<file path="config.mk">
export PLATFORM = sky130hd
export DESIGN_NAME = i2c_master_bit_engine
export DESIGN_NICKNAME = d
export VERILOG_FILES = /design/src/hdl/i2cmbe_pkg.sv /design/src/hdl/i2cmbe_front.sv /design/src/hdl/i2cmbe_outq.sv /design/src/hdl/i2cmbe_engine.sv /design/src/hdl/i2c_master_bit_engine.sv
export SDC_FILE = /design/constraint.sdc
export NUM_CORES = 1
export LEC_CHECK = 0
export ABC_AREA = 1
export BUFFER_PORTS_ARGS = -buffer_cell sky130_fd_sc_hd__buf_4
export CAP_MARGIN = 25
export CORE_ASPECT_RATIO = 0.75
export CORE_MARGIN = 2
export CORE_UTILIZATION = 40
export CTS_CLUSTER_SIZE = 25
export DETAILED_ROUTE_END_ITERATION = 6
export PLACE_DENSITY_LB_ADDON = 0.2
export SETUP_SLACK_MARGIN = 0.1
export SYNTH_ARGS = -nofsm -noshare
export SYNTH_HDL_FRONTEND = slang
export SYNTH_SLANG_ARGS = --single-unit
</file>
<file path="constraint.sdc">
create_clock -name clk -period 2.8 [get_ports clk]
set_input_delay 0.56 -clock clk [delete_from_list [all_inputs] [get_ports clk]]
set_output_delay 0.56 -clock clk [all_outputs]
set_load 0.01 [all_outputs]
</file>
<file path="src/hdl/i2cmbe_pkg.sv">
`timescale 1ns / 1ps
// ----------------------------------------------------------------------------
// I2C master bit engine package
// Shared widths, operation codes and the records passed between the
// front end, the engine and the result queue.
// ----------------------------------------------------------------------------
package i2cmbe_pkg;

  localparam int MAX_BITS = 16;
  localparam int DATA_W   = 16;
  localparam int CNT_W    = 5;
  localparam int IDX_W    = $clog2(MAX_BITS);
  localparam int HP_W     = 16;
  localparam int OP_W     = 3;

  localparam logic [HP_W-1:0] HP_RESET = HP_W'(4);

  // operation codes
  localparam logic [OP_W-1:0] OP_TICK  = 3'd0;
  localparam logic [OP_W-1:0] OP_START = 3'd1;
  localparam logic [OP_W-1:0] OP_STOP  = 3'd2;
  localparam logic [OP_W-1:0] OP_WRITE = 3'd3;
  localparam logic [OP_W-1:0] OP_READ  = 3'd4;

  // decoded tick: unknown codes already folded to OP_TICK, count clamped
  typedef struct packed {
    logic [OP_W-1:0]   op;
    logic [DATA_W-1:0] write_data;
    logic [CNT_W-1:0]  bit_count;
    logic              sda_in;
  } cmd_t;

  typedef struct packed {
    logic              scl_level;
    logic              sda_drive_low;
    logic              busy_res;
    logic [DATA_W-1:0] read_data;
    logic              ack_received;
    logic              done_res;
  } res_t;

endpackage

</file>
<file path="src/hdl/i2cmbe_front.sv">
`timescale 1ns / 1ps
// ----------------------------------------------------------------------------
// I2C master front end
// Decodes each input tick and holds it in a two-entry command queue that
// the engine drains.
// ----------------------------------------------------------------------------
module i2cmbe_front (
  input  logic                        clk,
  input  logic                        rst_n,
  input  logic                        in_push,
  output logic                        in_full,
  input  logic [i2cmbe_pkg::OP_W-1:0]   in_operation,
  input  logic [i2cmbe_pkg::DATA_W-1:0] in_write_data,
  input  logic [i2cmbe_pkg::CNT_W-1:0]  in_bit_count,
  input  logic                        in_sda_in,
  output logic                        cmd_valid,
  output i2cmbe_pkg::cmd_t            cmd,
  input  logic                        cmd_pop
);
  import i2cmbe_pkg::*;

  cmd_t       dec;
  cmd_t       q_r [2];
  logic [1:0] count_r, count_nxt;
  logic       wr_ptr_r, rd_ptr_r;
  logic       push_ok, pop_ok;

  always_comb begin
    dec.write_data = in_write_data;
    dec.sda_in     = in_sda_in;
    case (in_operation)
      OP_START: dec.op = OP_START;
      OP_STOP:  dec.op = OP_STOP;
      OP_WRITE: dec.op = OP_WRITE;
      OP_READ:  dec.op = OP_READ;
      default:  dec.op = OP_TICK;
    endcase
    if (in_bit_count == '0) begin
      dec.bit_count = CNT_W'(1);
    end else if (in_bit_count > CNT_W'(MAX_BITS)) begin
      dec.bit_count = CNT_W'(MAX_BITS);
    end else begin
      dec.bit_count = in_bit_count;
    end
  end

  assign in_full   = (count_r == 2'd2);
  assign cmd_valid = (count_r != 2'd0);
  assign cmd       = q_r[rd_ptr_r];
  assign push_ok   = in_push && !in_full;
  assign pop_ok    = cmd_pop && cmd_valid;

  always_comb begin
    count_nxt = count_r;
    if (push_ok && !pop_ok) begin
      count_nxt = count_r + 2'd1;
    end else if (!push_ok && pop_ok) begin
      count_nxt = count_r - 2'd1;
    end
  end

  always_ff @(posedge clk) begin
    if (!rst_n) begin
      count_r  <= 2'd0;
      wr_ptr_r <= 1'b0;
      rd_ptr_r <= 1'b0;
    end else begin
      count_r <= count_nxt;
      if (push_ok) begin
        wr_ptr_r <= ~wr_ptr_r;
      end
      if (pop_ok) begin
        rd_ptr_r <= ~rd_ptr_r;
      end
    end
  end

  always_ff @(posedge clk) begin
    if (push_ok) begin
      q_r[wr_ptr_r] <= dec;
    end
  end

endmodule

</file>
<file path="src/hdl/i2cmbe_outq.sv">
`timescale 1ns / 1ps
// ----------------------------------------------------------------------------
// I2C master result queue
// Two-entry queue of per-tick results between the engine and the reader.
// ----------------------------------------------------------------------------
module i2cmbe_outq (
  input  logic             clk,
  input  logic             rst_n,
  input  logic             res_push,
  input  i2cmbe_pkg::res_t res_in,
  output logic             res_full,
  output logic             out_empty,
  input  logic             out_pop,
  output i2cmbe_pkg::res_t res_out
);
  import i2cmbe_pkg::*;

  res_t       q_r [2];
  logic [1:0] count_r, count_nxt;
  logic       wr_ptr_r, rd_ptr_r;
  logic       push_ok, pop_ok;

  assign res_full  = (count_r == 2'd2);
  assign out_empty = (count_r == 2'd0);
  assign res_out   = q_r[rd_ptr_r];
  assign push_ok   = res_push && !res_full;
  assign pop_ok    = out_pop && !out_empty;

  always_comb begin
    count_nxt = count_r;
    if (push_ok && !pop_ok) begin
      count_nxt = count_r + 2'd1;
    end else if (!push_ok && pop_ok) begin
      count_nxt = count_r - 2'd1;
    end
  end

  always_ff @(posedge clk) begin
    if (!rst_n) begin
      count_r  <= 2'd0;
      wr_ptr_r <= 1'b0;
      rd_ptr_r <= 1'b0;
    end else begin
      count_r <= count_nxt;
      if (push_ok) begin
        wr_ptr_r <= ~wr_ptr_r;
      end
      if (pop_ok) begin
        rd_ptr_r <= ~rd_ptr_r;
      end
    end
  end

  always_ff @(posedge clk) begin
    if (push_ok) begin
      q_r[wr_ptr_r] <= res_in;
    end
  end

`ifndef NO_ASSERTIONS
  a_count_bound: assert property (@(posedge clk) disable iff (!rst_n)
    count_r != 2'd3)
    else $error("result queue count out of range");
`endif

endmodule

</file>
<file path="src/hdl/i2cmbe_engine.sv">
`timescale 1ns / 1ps
// ----------------------------------------------------------------------------
// I2C master bus engine
// Runs the start/stop/write/read phase machine, one queued tick per clock
// while the result queue has room, and pushes each tick's line state into it.
// ----------------------------------------------------------------------------
module i2cmbe_engine (
  input  logic                        clk,
  input  logic                        rst_n,
  input  logic                        cfg_write_en,
  input  logic [i2cmbe_pkg::HP_W-1:0] cfg_write_data,
  input  logic                        cmd_valid,
  input  i2cmbe_pkg::cmd_t            cmd,
  output logic                        cmd_pop,
  input  logic                        res_full,
  output logic                        res_push,
  output i2cmbe_pkg::res_t            res
);
  import i2cmbe_pkg::*;

  localparam logic [3:0] PH_IDLE       = 4'd0;
  localparam logic [3:0] PH_START_REL  = 4'd1;
  localparam logic [3:0] PH_START_PULL = 4'd2;
  localparam logic [3:0] PH_START_LOW  = 4'd3;
  localparam logic [3:0] PH_STOP_LOW   = 4'd4;
  localparam logic [3:0] PH_STOP_HIGH  = 4'd5;
  localparam logic [3:0] PH_WR_LOW     = 4'd6;
  localparam logic [3:0] PH_WR_HIGH    = 4'd7;
  localparam logic [3:0] PH_ACK_LOW    = 4'd8;
  localparam logic [3:0] PH_ACK_HIGH   = 4'd9;
  localparam logic [3:0] PH_RD_LOW     = 4'd10;
  localparam logic [3:0] PH_RD_HIGH    = 4'd11;
  localparam logic [3:0] PH_MACK_LOW   = 4'd12;
  localparam logic [3:0] PH_MACK_HIGH  = 4'd13;

  logic [HP_W-1:0]   half_period_r;
  logic [3:0]        phase_r, phase_nxt;
  logic [CNT_W-1:0]  bits_left_r, bits_left_nxt;
  logic [DATA_W-1:0] shift_word_r, shift_word_nxt;
  logic [HP_W-1:0]   tick_count_r, tick_count_nxt;
  logic              scl_r, scl_nxt;
  logic              sda_low_r, sda_low_nxt;
  logic              ack_r, ack_nxt;
  logic [DATA_W-1:0] rx_word_r, rx_word_nxt;
  logic              done;
  logic              fire;
  logic [HP_W-1:0]   limit;
  logic [HP_W:0]     tick_sum;
  logic [CNT_W-1:0]  cnt_m1;
  logic [CNT_W-1:0]  left_m2;

  assign fire     = cmd_valid && !res_full;
  assign cmd_pop  = fire;
  assign res_push = fire;

  assign limit    = (half_period_r == '0) ? HP_W'(1) : half_period_r;
  assign tick_sum = {1'b0, tick_count_r} + (HP_W+1)'(1);
  assign cnt_m1   = cmd.bit_count - CNT_W'(1);
  // next bit to send after a high segment: index bits_left - 2
  assign left_m2  = bits_left_r - CNT_W'(2);

  always_comb begin
    phase_nxt      = phase_r;
    bits_left_nxt  = bits_left_r;
    shift_word_nxt = shift_word_r;
    tick_count_nxt = tick_count_r;
    scl_nxt        = scl_r;
    sda_low_nxt    = sda_low_r;
    ack_nxt        = ack_r;
    rx_word_nxt    = rx_word_r;
    done           = 1'b0;
    if (phase_r == PH_IDLE) begin
      tick_count_nxt = '0;
      case (cmd.op)
        OP_START: begin
          phase_nxt = PH_START_REL; scl_nxt = 1'b1; sda_low_nxt = 1'b0;
        end
        OP_STOP: begin
          phase_nxt = PH_STOP_LOW; scl_nxt = 1'b0; sda_low_nxt = 1'b1;
        end
        OP_WRITE: begin
          shift_word_nxt = cmd.write_data;
          bits_left_nxt  = cmd.bit_count;
          phase_nxt      = PH_WR_LOW;
          scl_nxt        = 1'b0;
          sda_low_nxt    = ~cmd.write_data[cnt_m1[IDX_W-1:0]];
        end
        OP_READ: begin
          shift_word_nxt = '0;
          bits_left_nxt  = cmd.bit_count;
          phase_nxt      = PH_RD_LOW;
          scl_nxt        = 1'b0;
          sda_low_nxt    = 1'b0;
        end
        default: begin
          tick_count_nxt = tick_count_r;
        end
      endcase
    end else begin
      tick_count_nxt = tick_sum[HP_W-1:0];
      if (tick_sum >= {1'b0, limit}) begin
        tick_count_nxt = '0;
        case (phase_r)
          PH_START_REL: begin
            phase_nxt = PH_START_PULL; scl_nxt = 1'b1; sda_low_nxt = 1'b1;
          end
          PH_START_PULL: begin
            phase_nxt = PH_START_LOW; scl_nxt = 1'b0; sda_low_nxt = 1'b1;
          end
          PH_START_LOW: begin
            phase_nxt = PH_IDLE; scl_nxt = 1'b0; sda_low_nxt = 1'b1; done = 1'b1;
          end
          PH_STOP_LOW: begin
            phase_nxt = PH_STOP_HIGH; scl_nxt = 1'b1; sda_low_nxt = 1'b1;
          end
          PH_STOP_HIGH: begin
            phase_nxt = PH_IDLE; scl_nxt = 1'b1; sda_low_nxt = 1'b0; done = 1'b1;
          end
          PH_WR_LOW: begin
            phase_nxt = PH_WR_HIGH; scl_nxt = 1'b1;
          end
          PH_WR_HIGH: begin
            bits_left_nxt = bits_left_r - CNT_W'(1);
            scl_nxt       = 1'b0;
            if (bits_left_r > CNT_W'(1)) begin
              phase_nxt   = PH_WR_LOW;
              sda_low_nxt = ~shift_word_r[left_m2[IDX_W-1:0]];
            end else begin
              phase_nxt   = PH_ACK_LOW;
              sda_low_nxt = 1'b0;
            end
          end
          PH_ACK_LOW: begin
            phase_nxt = PH_ACK_HIGH; scl_nxt = 1'b1; sda_low_nxt = 1'b0;
          end
          PH_ACK_HIGH: begin
            ack_nxt   = ~cmd.sda_in;
            phase_nxt = PH_IDLE; scl_nxt = 1'b1; sda_low_nxt = 1'b0; done = 1'b1;
          end
          PH_RD_LOW: begin
            phase_nxt = PH_RD_HIGH; scl_nxt = 1'b1; sda_low_nxt = 1'b0;
          end
          PH_RD_HIGH: begin
            shift_word_nxt = {shift_word_r[DATA_W-2:0], cmd.sda_in};
            bits_left_nxt  = bits_left_r - CNT_W'(1);
            scl_nxt        = 1'b0;
            if (bits_left_r > CNT_W'(1)) begin
              phase_nxt   = PH_RD_LOW;
              sda_low_nxt = 1'b0;
            end else begin
              rx_word_nxt = {shift_word_r[DATA_W-2:0], cmd.sda_in};
              phase_nxt   = PH_MACK_LOW;
              sda_low_nxt = 1'b1;
            end
          end
          PH_MACK_LOW: begin
            phase_nxt = PH_MACK_HIGH; scl_nxt = 1'b1; sda_low_nxt = 1'b1;
          end
          PH_MACK_HIGH: begin
            phase_nxt = PH_IDLE; scl_nxt = 1'b1; sda_low_nxt = 1'b0; done = 1'b1;
          end
          default: begin
            phase_nxt = PH_IDLE; scl_nxt = 1'b1; sda_low_nxt = 1'b0; done = 1'b1;
          end
        endcase
      end
    end
  end

  always_comb begin
    res.scl_level     = scl_nxt;
    res.sda_drive_low = sda_low_nxt;
    res.busy_res      = (phase_nxt != PH_IDLE);
    res.read_data     = rx_word_nxt;
    res.ack_received  = ack_nxt;
    res.done_res      = done;
  end

  always_ff @(posedge clk) begin
    if (!rst_n) begin
      half_period_r <= HP_RESET;
    end else if (cfg_write_en) begin
      half_period_r <= cfg_write_data;
    end
  end

  always_ff @(posedge clk) begin
    if (!rst_n) begin
      phase_r      <= PH_IDLE;
      bits_left_r  <= '0;
      shift_word_r <= '0;
      tick_count_r <= '0;
      scl_r        <= 1'b1;
      sda_low_r    <= 1'b0;
      ack_r        <= 1'b0;
      rx_word_r    <= '0;
    end else if (fire) begin
      phase_r      <= phase_nxt;
      bits_left_r  <= bits_left_nxt;
      shift_word_r <= shift_word_nxt;
      tick_count_r <= tick_count_nxt;
      scl_r        <= scl_nxt;
      sda_low_r    <= sda_low_nxt;
      ack_r        <= ack_nxt;
      rx_word_r    <= rx_word_nxt;
    end
  end

`ifndef NO_ASSERTIONS
  a_done_not_busy: assert property (@(posedge clk) disable iff (!rst_n)
    fire && res.done_res |-> !res.busy_res)
    else $error("command completes while still busy");
  a_bits_left_live: assert property (@(posedge clk) disable iff (!rst_n)
    (phase_r == PH_WR_HIGH || phase_r == PH_RD_HIGH) |-> bits_left_r != '0)
    else $error("data phase with no bits left");
  a_rx_stable: assert property (@(posedge clk) disable iff (!rst_n)
    !(fire && phase_r == PH_RD_HIGH) |=> $stable(rx_word_r))
    else $error("received word changed outside a read bit");
  a_start_entry: assert property (@(posedge clk) disable iff (!rst_n)
    fire && phase_r == PH_IDLE && cmd.op == OP_START |=> phase_r == PH_START_REL)
    else $error("start command not taken");
`endif

endmodule

</file>
<file path="src/hdl/i2c_master_bit_engine.sv">
`timescale 1ns / 1ps
// ----------------------------------------------------------------------------
// I2C master bit engine
// Path: a tick is written into the front queue register, taken by the engine
//   from there, and its result is written into the result queue register
//   before it shows on the out_ ports; a full result queue holds it back.
// Throughput: one tick per clock while a tick is queued and the result queue has room.
// Reset (synchronous, rst_n low): queues empty, bus released, half period 4.
// ----------------------------------------------------------------------------
module i2c_master_bit_engine (
  input  logic                          clk,
  input  logic                          rst_n,
  input  logic                          cfg_write_en,
  input  logic [i2cmbe_pkg::HP_W-1:0]   cfg_write_data,
  input  logic                          in_push,
  output logic                          in_full,
  input  logic [i2cmbe_pkg::OP_W-1:0]   in_operation,
  input  logic [i2cmbe_pkg::DATA_W-1:0] in_write_data,
  input  logic [i2cmbe_pkg::CNT_W-1:0]  in_bit_count,
  input  logic                          in_sda_in,
  output logic                          out_empty,
  input  logic                          out_pop,
  output logic                          out_scl_level,
  output logic                          out_sda_drive_low,
  output logic                          out_busy_res,
  output logic [i2cmbe_pkg::DATA_W-1:0] out_read_data,
  output logic                          out_ack_received,
  output logic                          out_done_res
);
  import i2cmbe_pkg::*;

  logic cmd_valid, cmd_pop;
  cmd_t cmd;
  logic res_full, res_push;
  res_t res, res_out;

  i2cmbe_front u_front (
    .clk           (clk),
    .rst_n         (rst_n),
    .in_push       (in_push),
    .in_full       (in_full),
    .in_operation  (in_operation),
    .in_write_data (in_write_data),
    .in_bit_count  (in_bit_count),
    .in_sda_in     (in_sda_in),
    .cmd_valid     (cmd_valid),
    .cmd           (cmd),
    .cmd_pop       (cmd_pop)
  );

  i2cmbe_engine u_engine (
    .clk            (clk),
    .rst_n          (rst_n),
    .cfg_write_en   (cfg_write_en),
    .cfg_write_data (cfg_write_data),
    .cmd_valid      (cmd_valid),
    .cmd            (cmd),
    .cmd_pop        (cmd_pop),
    .res_full       (res_full),
    .res_push       (res_push),
    .res            (res)
  );

  i2cmbe_outq u_outq (
    .clk       (clk),
    .rst_n     (rst_n),
    .res_push  (res_push),
    .res_in    (res),
    .res_full  (res_full),
    .out_empty (out_empty),
    .out_pop   (out_pop),
    .res_out   (res_out)
  );

  assign out_scl_level     = res_out.scl_level;
  assign out_sda_drive_low = res_out.sda_drive_low;
  assign out_busy_res      = res_out.busy_res;
  assign out_read_data     = res_out.read_data;
  assign out_ack_received  = res_out.ack_received;
  assign out_done_res      = res_out.done_res;

endmodule
</file>
# --- Word level (Yosys, flattened, before mapping) ---
# Memories as Yosys holds them, arrays and structs flattened. A register that Yosys moved wholly into a read port is not among the register bits.
# Index checks and enable logic that the tools add are counted.
classes:
  eq_ne: 24
  muxes: 57
  order_cmp: 5
  reduce_logical: 38
  n_bitwise: 7
  add_sub_neg: 8
op_table:
  columns: ["op", "n"]
  rows:
  - ["$mux W16", 11]
  - ["$pmux W4 S9", 1]
  - ["$pmux W16 S2", 1]
  - ["$mux W5", 6]
  - ["$mux W1", 23]
  - ["$eq A4 B4 Y1 const B", 5]
  - ["$add A16 B1 Y17 const B", 1]
  - ["$ge A17 B16 Y1", 1]
  - ["$logic_not A16 Y1", 1]
  - ["$pmux W4 S4", 1]
  - ["$eq A3 B2 Y1 const B", 4]
  - ["$eq A4 B3 Y1 const B", 3]
  - ["$mux W4", 3]
  - ["$pmux W3 S4", 1]
  - ["$reduce_bool A2 Y1", 6]
  - ["$lt A4 B5 Y1 const B", 2]
  - ["$logic_and A1 B1 Y1", 9]
  - ["$reduce_or A9 Y1", 1]
  - ["$bmux W1 S4", 2]
  - ["$eq A4 B2 Y1 const B", 2]
  - ["$mux W2", 4]
  - ["$reduce_and A4 Y1", 2]
  - ["$reduce_or A4 Y1", 2]
  - ["$logic_not A1 Y1", 7]
  - ["other kinds (26)", 40]
word_totals:
  ram_bits: 92
  n_memories: 2
  inputBits: 46
  out_inout_bits: 23
  regBits: 84
  elab_cells: 156
memory_table:
  columns: ["memory", "depth", "width", "rd", "rd_ports_with_merged_regs", "write_ports", "line", "source"]
  rows:
  - ["u_front.q_r", 2, 25, 1, 1, 1, "i2cmbe_front.sv:23", "cmd_t q_r [2];"]
  - ["u_outq.q_r", 2, 21, 1, 1, 1, "i2cmbe_outq.sv:18", "res_t q_r [2];"]

# --- Logic depth before layout (Yosys ltp) ---
# Gate-level depths: netlist (run 1).
depth:
  word_depth: 8
  depth_mapped: 23
  mapped_depth_nobuf: 22

# --- Hierarchy ---
# From an unflattened synthesis (run 1), not the netlist that was laid out.
unflattened:
  hier_cells: 1066
  area_unflattened_um2: 9068.7
modules_own_cells:
  columns: ["module", "seq_area_each_um2", "area_each_um2", "cells_each", "n_inst"]
  rows:
  - ["i2cmbe_engine", 1521.5, 5084.9, 833, 1]
  - ["i2cmbe_front", 1601.5, 2219.6, 130, 1]
  - ["i2cmbe_outq", 1361.3, 1764.2, 103, 1]

# --- Worst setup path after synthesis (run 1) ---
# No wires, ideal clock.
synth_path:
  path_kind: "register to register"
  start: "register u_engine.tick_count_r[0]"
  end: "register u_engine.tick_count_r[7]"
  synth_period_minus_slack_ps: 3033
  setup_slack_ps: -233
  path_stages_with_launch: 22
  n_path_buf: 1
  arrival_ps: 2962
  setup_ps: 70
  t_required_ps: 2730
  path_cell_list: "dfxtp_1 > ha_1 > nand2_1 > inv_2 > nand2_1 > nor2_1 > nand3_1 > nor2_1 > nand2_1 > xor2_1 > inv_1 > ha_1 > nand2_1 > nor3_1 > inv_1 > o21ai_0 > a31oi_2 > nand3_2 > nor2_4 > buf_4 > nand2_1 > a21oi_1"
synth_between:
  elab_chain_len: 4
synth_lines:
  columns: ["element", "line", "source"]
  rows:
  - ["from (decl)", "i2cmbe_engine.sv:40", "logic [HP_W-1:0] tick_count_r, tick_count_nxt;"]
  - ["from (signal assigned)", "i2cmbe_engine.sv:201", "tick_count_r <= tick_count_nxt;"]
  - ["$add A16 B1 Y17 (*)", "i2cmbe_engine.sv:57", "assign tick_sum = {1'b0, tick_count_r} + (HP_W+1)'(1);"]
  - ["$ge A17 B16 Y1", "i2cmbe_engine.sv:101", "if (tick_sum >= {1'b0, limit}) begin"]
  - ["$mux W16 (*)", "i2cmbe_engine.sv:101", null]
  - ["$mux W16 (*)", "i2cmbe_engine.sv:72", "if (phase_r == PH_IDLE) begin"]
# Every way passes the cells marked *; elsewhere a longest branch is shown, timed or not.
# A chain may end at the register's enable or synchronous reset.

# --- Final worst setup path (run 1) ---
layout_path:
  start: "register u_engine.tick_count_r[0]"
  end: "register u_engine.tick_count_r[4]"
# Same word-level chain as after synthesis.

==> reports/results.ini, run 1 <==
[sta]
tightest_slew_ps=913.2
fin_tns_setup_ps=-34460
min_period_ps=3233
skew_ps=13.70
fin_hold_ws_ps=307.5
final_hold_viol_count=0
finalCritPeriodShare=1.155
finalSetupViolations=102
drv_slew=0
max_freq_mhz=309.3
slew_headroom=0.3847
rsz0062_at_grt=yes
setup_ws_ps=-433.3

[floorplanning]
row_count=48
die_h_um=135.6
coreArea_um2=22820
start_util=0.4044
die_w_um=179.4
num_io_pins=69
dieArea_um2=24320

[grt]
gr-usage-met3=0.03306
globalRoute.busiestLayer=met1
grt_max_degree=44
track_usage=0.1923
met1_usage=0.3057
grt_pass1_wl_um=37490
overflow=0
antenna_found_initial=0
grt_pass1_vias=7232
grt_use_met2=0.2680

[outcome]
violations=negative setup slack
outcome=finished, violations left

[finish]
final_cell_mix=nand2_1, buf_4, inv_1
design_area_um2=12490
syn_to_final_growth_pct=35.34
layout_commonest_cell=nand2_1
final_nets=1355
num_antenna_cells=0
drive_above_1_share=0.3220

[logic_synthesis]
synth_nets=1213
async_flop_share=0
ys_seq_area_frac=0.4858
syn_avg_cell_area_um2=8.075
syn-cell-area_um2=9230
synth-edff-count=92
synth-seq-cells=178
yosys_warnings=0
synth_cell_type_count=44
synthCells=1143
synthFlopType=edfxtp_1

[clocking]
cts-buffers-inserted=17
htree_levels=4
cts_sinks=178
clk_latency_ps=440
cts-root-buf=clkbuf_16
cts.clk_slew.worst_paths_ps=70
clk_path_buf_depth=2
cts_tree=yes

[worst_setup_path]
cpPeakStageDelay_ps=390
critPathKind=flop to flop
crit_path_end_kind=flop
critPathMaxFanout=6
critPathLaunchType=flop
crit_path_cell_trace=ha_4 > nand2_2 > inv_2 > nand2_1 > buf_4 > xnor2_1 > ha_1 > nand2_1 > nor2_1 > buf_4 > nand3_2 > nand3_2 > nand2_1 > nand2_1 > nand2_1 > nand2_2 > nand2_4 > nand3_4 > nor2_4 > clkbuf_16 > nand2_4 > a21oi_2
cp.required_ps=3160
cp_slowest_cell=dfxtp_4
cpMostUsedCell=nand2_1
crit_arrival_ps=3600

[placement]
placed_area_um2=10580
gp_congestion=0.8340
io_buffers=68
dp_hpwl_um=15710

[routing]
vias_per_cell=5.073
first_iter_violations=574
dr_total_vias=8107
wirelength_um=24510
drc_errors=0
wl_per_cell_um=15.34
ant_nets=0
first_pass_iters=5

[pwr]
ir_drop_v=0.0005332
powerDensity_nw_per_um2=982.7
fin_total_pwr_mw=12.28
p_leak_nw=5.348

[min_path]
hold_class=primary input to flop

[run]
maxCapViolations=0

[sequential cells by signal, indices dropped and copies added, names as in the netlist, 2 cells and up, named ones only]
| name | count |
|---|---|
| u_engine.shift_word_r | 16 |
| u_front.count_r | 2 |
| u_outq.q_r | 42 |
| u_outq.count_r | 2 |
| u_engine.phase_r | 4 |
| u_engine.tick_count_r | 16 |
| u_engine.rx_word_r | 16 |
| u_engine.half_period_r | 16 |
| u_engine.bits_left_r | 5 |
| u_front.q_r | 50 |
[kinds of logic (layout without fill, tap and decap cells)]
logic type	after synthesis	in the layout	synth area share
mux	21	21	0.02562
simple gates	458	459	0.2089
buf+inv	202	356	0.08716
fa+ha+maj	24	24	0.03253
xor+xnor	18	18	0.01708
flops	178	178	0.4858
compound gates	242	242	0.1429
[metrics by stage]
| step | worst slack [ps] | utilization | std cells |
|---|---|---|---|
| after floorplan | -93.65 | - | 1143 |
| after global placement | -457.3 | 0.4637 | 1533 |
| after detailed placement | -449.2 | 0.4637 | 1533 |
| after CTS | -324.9 | 0.5114 | 1584 |
| after global routing | -621.1 | 0.5474 | 1598 |
| final | -433.3 | 0.5474 | 1598 |
[cells in the mapped netlist, types with 2 or more instances]
cell type | count | area share
a21oi_1 | 92 | 0.050
a22oi_1 | 16 | 0.013
a31oi_1 | 2 | 0.0014
buf_1 | 3 | 0.0012
buf_2 | 13 | 0.0070
buf_4 | 2 | 0.0016
buf_6 | 3 | 0.0037
clkbuf_1 | 32 | 0.013
clkinv_1 | 3 | 0.0012
dfxtp_1 | 86 | 0.19
edfxtp_1 | 92 | 0.30
ha_1 | 24 | 0.033
inv_1 | 140 | 0.057
inv_2 | 6 | 0.0024
mux2_2 | 21 | 0.026
nand2_1 | 248 | 0.10
nand2_2 | 6 | 0.0041
nand3_1 | 79 | 0.043
nand3b_1 | 2 | 0.0016
nand4_1 | 11 | 0.0075
nor2_1 | 95 | 0.039
nor3_1 | 2 | 0.0011
nor4_1 | 5 | 0.0034
o211ai_1 | 2 | 0.0016
o21a_1 | 2 | 0.0016
o21ai_0 | 100 | 0.054
o21ai_1 | 18 | 0.0098
o21ai_2 | 2 | 0.0019
o22ai_1 | 2 | 0.0014
or2_1 | 3 | 0.0020
or2_2 | 2 | 0.0014
xnor2_1 | 6 | 0.0057
xor2_1 | 12 | 0.011
[critical path: cells and delay by family, from the launching register on]
family | cells | cell delay [ps]
fa+ha+maj | 2 | 470
simple gates | 14 | 1190
compound gates | 1 | 140
buf+inv | 4 | 600
flops | 1 | 390
xor+xnor | 1 | 340
[where the power goes]
group | internal (mW) | switching, mW | total [mW]
logic | 2.26 | 3.63 | 5.88
clock network | 1.35 | 1.12 | 2.47
registers | 3.57 | 0.354 | 3.92
total | 7.18 | 5.10 | 12.3
[metal layers]
metal,share of wire,wire length (µm)
met5,0,0
met4,0.0080,195
met1,0.53,13020
met3,0.053,1299
met2,0.41,10000
[path summary, 6_finish.rpt]
check                                         startpoint                       end  slack, ps  depth (start not counted)
worst max register to register  u_engine.tick_count_r[0]  u_engine.tick_count_r[4]       -430                         22
worst min-delay path                    in_write_data[9]        u_front.q_r[1][15]        310                          1
worst max-delay path            u_engine.tick_count_r[0]  u_engine.tick_count_r[4]       -430                         22
worst min register to register          u_front.rd_ptr_r          u_front.rd_ptr_r        450                          1
[final cells by class]
cell class,instances,area (µm²)
Inverter,149,559.3
Clock buffer,18,429.2
Fill cell,2065,10330
Clock inverter,14,172.7
Timing Repair Buffer,175,1568
Sequential cell,178,4493
Tap cell,300,375.4
Multi-Input combinational cell,764,4895
[what timing repair did]
| item | CTS | global route |
|---|---|---|
| buffers inserted | 16 | 10 |
| cloned | 3 | 5 |
| hold buffers | 0 | 0 |
| pin swaps | 32 | 63 |
| gates resized for setup | 85 | 143 |
| endpoints found under the setup margin | 102 | 102 |
Power figures use the tool's default switching activity.
==> inputs of run 2 (changes only) <==
CELL_PAD_IN_SITES_DETAIL_PLACEMENT = 2   (was default)
CELL_PAD_IN_SITES_GLOBAL_PLACEMENT = 2   (was default)
CORE_UTILIZATION = 33   (was 40)
SKIP_LAST_GASP = 1   (was default)
==> run 2 against run 1 <==
Compared with the run above:
- the flow still finishes with violations (negative setup slack)
- flip-flop and latch count is the same
- final cell count grew 3.2%
- clock power is 2% higher
- clock-buffer cell count down 1
- power is 6.1% higher
- largest cell class unchanged
- global-route usage increased by 3.7 points
- setup slack lost 400 ps
==> reports/results.ini, run 2 (synthesis results as in run 1) <==
[worst_setup_path]
crit_path_cell_trace=ha_4 > nand2_2 > inv_2 > nand2_4 > nor2_4 > nand3_4 > nor2_4 > nand2_2 > xor2_1 > inv_1 > ha_4 > nand4_1 > nor4_2 > nand2_1 > nand3_4 > buf_12 > buf_12 > o21ai_4 > o21ai_1 > inv_1  ; was ha_4 > nand2_2 > inv_2 > nand2_1 > buf_4 > xnor2_1 > ha_1 > nand2_1 > nor2_1 > buf_4 > nand3_2 > nand3_2 > nand2_1 > nand2_1 > nand2_1 > nand2_2 > nand2_4 > nand3_4 > nor2_4 > clkbuf_16 > nand2_4 > a21oi_2
crit_arrival_ps=3960  ; was 3600 ps
critPathLaunchType=flop  ; unchanged
cp.required_ps=3130  ; was 3160 ps
worstSetupPathDepth=20  ; was 22
cp_slowest_cell=nor4_2  ; was dfxtp_4
crit_path_end_kind=flop  ; unchanged
worstRegToRegCells=20  ; was 22
path_buf_inv=5  ; was 4
critPathMaxFanout=8  ; was 6
critPathKind=flop to flop  ; unchanged
crit_family=simple AND/OR/NAND/NOR gates  ; unchanged
cpPeakStageDelay_ps=410  ; was 390 ps

[sta]
finalCritPeriodShare=1.297  ; was 1.155
finalSetupViolations=102  ; unchanged
max_freq_mhz=275.3  ; was 309.3 MHz
rsz0062_at_grt=yes  ; unchanged
fin_tns_setup_ps=-67340  ; was -34460 ps
min_period_ps=3633  ; was 3233 ps
slew_headroom=0.4546  ; was 0.3847
final_hold_viol_count=0  ; unchanged
drv_slew=0  ; unchanged
tightest_slew_ps=817.2  ; was 913.2 ps
skew_ps=19.88  ; was 13.70 ps
setup_ws_ps=-832.7  ; was -433.3 ps

[clocking]
cts-root-buf=clkbuf_16  ; unchanged
cts_tree=yes  ; unchanged
cts_sinks=178  ; unchanged
htree_levels=4  ; unchanged
clk_path_buf_depth=2  ; unchanged
hold_buffers=0  ; unchanged
cts-buffers-inserted=17  ; unchanged
cts.clk_slew.worst_paths_ps=80  ; was 70 ps
clk_latency_ps=460  ; was 440 ps

[min_path]
whs_path_depth=1  ; unchanged
hold_class=primary input to flop  ; unchanged

[grt]
gr-usage-met3=0.03979  ; was 0.03306
track_usage=0.2292  ; was 0.1923
grt_pass1_vias=9173  ; was 7232
grt_pass1_wl_um=51690  ; was 37490 µm
met1_usage=0.3190  ; was 0.3057
antenna_found_initial=0  ; unchanged
grt_max_degree=44  ; unchanged
overflow=0  ; unchanged
globalRoute.busiestLayer=met2  ; was met1
grt_use_met2=0.3746  ; was 0.2680

[routing]
first_iter_violations=474  ; was 574
dr_total_vias=8687  ; was 8107
drc_errors=0  ; unchanged
wl_per_cell_um=22.67  ; was 15.34 µm
vias_per_cell=5.268  ; was 5.073
first_pass_iters=4  ; was 5
wirelength_um=37390  ; was 24510 µm
ant_nets=0  ; unchanged

[floorplanning]
row_count=52  ; was 48
die_w_um=197.1  ; was 179.4 µm
dieArea_um2=29340  ; was 24320 µm²
start_util=0.3386  ; was 0.4044
coreArea_um2=27260  ; was 22820 µm²
die_h_um=148.8  ; was 135.6 µm
num_io_pins=69  ; unchanged

[finish]
drive_above_1_share=0.3344  ; was 0.3220
syn_to_final_growth_pct=37.75  ; was 35.34%
final_cell_mix=nand2_1, buf_4, inv_1  ; unchanged
largest-register=u_front.q_r  ; unchanged
layout_commonest_cell=nand2_1  ; unchanged
num_antenna_cells=0  ; unchanged
largest_reg_flops=50  ; unchanged
reg.largest.list=u_front.q_r x50, u_outq.q_r x42  ; unchanged
final_nets=1355  ; unchanged

[outcome]
violations=negative setup slack  ; unchanged
outcome=finished, violations left  ; unchanged

[placement]
gp_congestion=0.8211  ; was 0.8340
io_buffers=68  ; unchanged
dp_hpwl_um=21510  ; was 15710 µm

[pwr]
powerDensity_nw_per_um2=1025  ; was 982.7 nW/µm²
p_leak_nw=5.540  ; was 5.348 nW
ir_drop_v=0.0005675  ; was 0.0005332 V
fin_total_pwr_mw=13.03  ; was 12.28 mW

[run]
maxCapViolations=0  ; unchanged

[run 2: changes by cell type in the layout (fill, tap and decap cells not counted), moves of 6 or more]
cell / previous run / this run
a21oi_1: 72 / 59
a21oi_2: 20 / 33
o21ai_4: 9 / 15
nand3_1: 44 / 56
nand2_2: 40 / 19
nand2_4: 18 / 33
o21ai_1: 16 / 7
nand3_2: 30 / 16
[run 2: repair_timing]
item	CTS	global route
buffers inserted	14	17
setup endpoints to repair	102	102
pin swaps	43	55
resized for setup	126	155
cloned	4	2
endpoints found under the hold margin	0	0
[run 2: final timing paths]
kind              slack (ps)                       from                         to
setup reg to reg        -830   u_engine.tick_count_r[1]      u_engine.rx_word_r[4]
setup / recovery        -830   u_engine.tick_count_r[1]      u_engine.rx_word_r[4]
hold / removal           300           in_write_data[1]          u_front.q_r[0][7]
hold reg to reg          500  u_engine.shift_word_r[15]  u_engine.shift_word_r[15]
[run 2: area by class of cell]
cell class                 count  area (µm²)
clock buffer                  17       425.4
clock inverter                15       165.2
fill                        2920       14550
inverter                     149       559.3
multi-input combinational    765        5162
sequential                   178        4497
tap                          351       439.2
timing repair buffer         174        1466
[run 2: metal layers]
layer | share of wire | wire length [µm] | up-vias
li1 | - | - | 4088
met1 | 0.46 | 17320 | 4384
met2 | 0.48 | 18030 | 159
met3 | 0.035 | 1290 | 56
met4 | 0.020 | 752 | 0
met5 | 0 | 0 | -
[run 2: stage by stage]
stage               area, µm²  setup WS (ps)  hold WS (ps)  instances    util
global placement        10640         -384.0         436.0       1585  0.3904
detailed placement      10640         -519.9         460.0       1585  0.3904
floorplan                9330         -93.65         425.7       1143       -
global route            12710         -931.0         281.8       1649  0.4664
finish                  12710         -832.7         300.7       1649  0.4664
CTS                     12010         -413.7         282.2       1634  0.4404
[run 2: power breakdown]
part | internal, mW | switching, mW
sequential | 3.57 | 0.404
clock | 1.28 | 1.24
combinational | 2.24 | 4.29
total | 7.09 | 5.94
==> inputs of run 3 (changes only) <==
BUFFER_PORTS_ARGS = default   (was -buffer_cell sky130_fd_sc_hd__buf_4)
CORE_UTILIZATION = 35   (was 33)
DONT_BUFFER_PORTS = 1   (was default)
==> run 3 against run 2 <==
Compared with the run above:
- the flow still finishes with violations (negative setup slack)
- worst hold slack worse by 110 ps
- flip-flop and latch count unchanged
- sequential share of layout area up 0.79 points
- final area down 2.2%
- core utilization up 1.3 points
- first-iteration DRC count down 28%
- setup slack worse by 13 ps
- power down 2.3%
- largest cell class unchanged
- largest power group unchanged
- highest routed layer unchanged
==> reports/results.ini, run 3 (synthesis results as in run 1) <==
[outcome]
outcome=finished, violations left  ; unchanged
violations=negative setup slack  ; unchanged

[grt]
track_usage=0.2225  ; was 0.2292
grt_pass1_wl_um=47140  ; was 51690 µm
grt_pass1_vias=8490  ; was 9173
overflow=0  ; unchanged
grt_max_degree=45  ; was 44
antenna_found_initial=0  ; unchanged

[floorplanning]
dieArea_um2=27700  ; was 29340 µm²
die_w_um=191.5  ; was 197.1 µm
coreArea_um2=25910  ; was 27260 µm²
row_count=51  ; was 52
num_io_pins=69  ; unchanged
die_h_um=144.6  ; was 148.8 µm
start_util=0.3563  ; was 0.3386

[sta]
setup_ws_ps=-846.2  ; was -832.7 ps
max_freq_mhz=274.3  ; was 275.3 MHz
tightest_slew_ps=1015  ; was 817.2 ps
fin_tns_setup_ps=-74920  ; was -67340 ps
finalSetupViolations=102  ; unchanged
drv_slew=0  ; unchanged
final_hold_viol_count=0  ; unchanged
fin_hold_ws_ps=191.8  ; was 300.7 ps
finalCritPeriodShare=1.302  ; was 1.297
min_period_ps=3646  ; was 3633 ps
skew_ps=21.45  ; was 19.88 ps
slew_headroom=0.3161  ; was 0.4546
rsz0062_at_grt=yes  ; unchanged

[worst_setup_path]
path_buf_inv=9  ; was 5
worstSetupPathDepth=23  ; was 20
cp-startpoint=u_engine.tick_count_r[0]  ; was u_engine.tick_count_r[1]
endpoint=u_engine.tick_count_r[5]  ; was u_engine.rx_word_r[4]
worstRegToRegCells=23  ; was 20
crit_arrival_ps=4030  ; was 3960 ps
r2r_end=u_engine.tick_count_r[5]  ; was u_engine.rx_word_r[4]
cpPeakStageDelay_ps=390  ; was 410 ps
r2r_start=u_engine.tick_count_r[0]  ; was u_engine.tick_count_r[1]
cp_slowest_cell=dfxtp_4  ; was nor4_2
crit_family=buffers and inverters  ; was simple AND/OR/NAND/NOR gates
critPathKind=flop to flop  ; unchanged
critPathMaxFanout=8  ; unchanged
setup.reg_to_reg.worst_slack_ps=-850  ; was -830 ps
crit_path_end_kind=flop  ; unchanged
critPathLaunchType=flop  ; unchanged
crit_path_cell_trace=ha_4 > nand2_2 > inv_2 > nand2_2 > nor2_4 > nand3_4 > buf_4 > xor2_1 > inv_1 > ha_4 > inv_1 > nor3_4 > buf_4 > buf_6 > inv_4 > o21ai_4 > a31oi_4 > buf_6 > nand3_4 > nor2_4 > clkbuf_16 > nand2_1 > a21oi_2  ; was ha_4 > nand2_2 > inv_2 > nand2_4 > nor2_4 > nand3_4 > nor2_4 > nand2_2 > xor2_1 > inv_1 > ha_4 > nand4_1 > nor4_2 > nand2_1 > nand3_4 > buf_12 > buf_12 > o21ai_4 > o21ai_1 > inv_1
cp.required_ps=3190  ; was 3130 ps

[pwr]
p_leak_nw=5.255  ; was 5.540 nW
fin_total_pwr_mw=12.73  ; was 13.03 mW
ir_drop_v=0.0005044  ; was 0.0005675 V
powerDensity_nw_per_um2=1024  ; was 1025 nW/µm²

[finish]
regArea_um2=4494  ; was 4497 µm²
syn_to_final_growth_pct=34.66  ; was 37.75%
reg.largest.list=u_front.q_r x50, u_outq.q_r x42  ; unchanged
num_antenna_cells=0  ; unchanged
multi_input_area_um2=5196  ; was 5162 µm²
layout_commonest_cell=nand2_1  ; unchanged
final_util=0.4798  ; was 0.4664
final_cell_mix=nand2_1, inv_1, edfxtp_1  ; was nand2_1, buf_4, inv_1
fillCellCount=2761  ; was 2920
largest-register=u_front.q_r  ; unchanged
largest_reg_flops=50  ; unchanged
drive_above_1_share=0.3122  ; was 0.3344
final_nets=1303  ; was 1355

[clocking]
clk_path_buf_depth=2  ; unchanged
cts_tree=yes  ; unchanged
cts.clk_slew.worst_paths_ps=90  ; was 80 ps
htree_levels=4  ; unchanged
hold_buffers=0  ; unchanged
cts-buffers-inserted=17  ; unchanged
clk_latency_ps=460  ; about the same
cts_sinks=178  ; unchanged
cts-root-buf=clkbuf_16  ; unchanged

[min_path]
hold_class=primary input to flop  ; unchanged

[run]
maxCapViolations=0  ; unchanged

[placement]
gp_congestion=0.8041  ; was 0.8211
io_buffers=0  ; was 68
dp_hpwl_um=20720  ; was 21510 µm
post-place-ws_ps=-638.2  ; was -519.9 ps

[routing]
drc_errors=0  ; unchanged
wirelength_um=36660  ; was 37390 µm
wl_per_cell_um=23.05  ; was 22.67 µm
vias_per_cell=5.405  ; was 5.268
first_pass_iters=5  ; was 4
ant_nets=0  ; unchanged
dr_total_vias=8594  ; was 8687
first_iter_violations=343  ; was 474

run 3: cell count changes in the layout (fill, tap and decap cells not counted), moves of 6 or more:
cell     previous run  this run
nand3_2            16        23
buf_4             149        89
nand3_1            56        48
o21ai_2            17        11
a21oi_2            33        21
nand2_1           199       190
nand2_2            19        32
a21oi_1            59        69
run 3: final cells by class:
cell class	instances	area share
Sequential cell	178	0.3616
Clock buffer	17	0.03423
Multi-Input combinational cell	766	0.4181
Inverter	149	0.04520
Clock inverter	15	0.01319
Tap cell	344	0.03463
Timing Repair Buffer	121	0.09311
run 3: where the power goes:
group          total (mW)  switching, mW  leakage, nW  internal, mW
Sequential           3.99          0.415         1.57          3.57
Combinational        6.25           4.21         3.40          2.04
Clock                2.49           1.22        0.285          1.27
Total                12.7           5.85         5.25          6.88
run 3: layer usage:
layer,share of wire,GRT usage,vias to the layer above
li1,-,-,3976
met1,0.45,0.3336,4313
met2,0.47,0.3340,233
met3,0.051,0.03227,72
met4,0.028,0.05547,0
met5,0,0,-
run 3: through the flow:
step	std cells	instance area, µm²
5_1_grt	1590	12430
3_5_place_dp	1525	10240
4_1_cts	1569	11230
3_3_place_gp	1525	10240
6_report	1590	12430
2_1_floorplan	1143	9330
run 3: worst min-delay path by stage:
stage | from | to | cells after the start
finish | in_write_data[8] | u_front.q_r[1][14] | 0
global route | in_write_data[8] | u_front.q_r[1][14] | 0
CTS | in_write_data[8] | u_front.q_r[1][14] | 0
detailed placement | u_front.rd_ptr_r | u_front.rd_ptr_r | 1
global placement | u_front.rd_ptr_r | u_front.rd_ptr_r | 1
floorplan | u_front.rd_ptr_r | flop | 1
run 3: what timing repair did:
action                                  4_1_cts  5_1_grt
endpoints found under the setup margin      102      102
gates cloned                                  2        5
gates resized for setup                      68      220
buffers inserted                             11       18
pin swaps                                    24       80
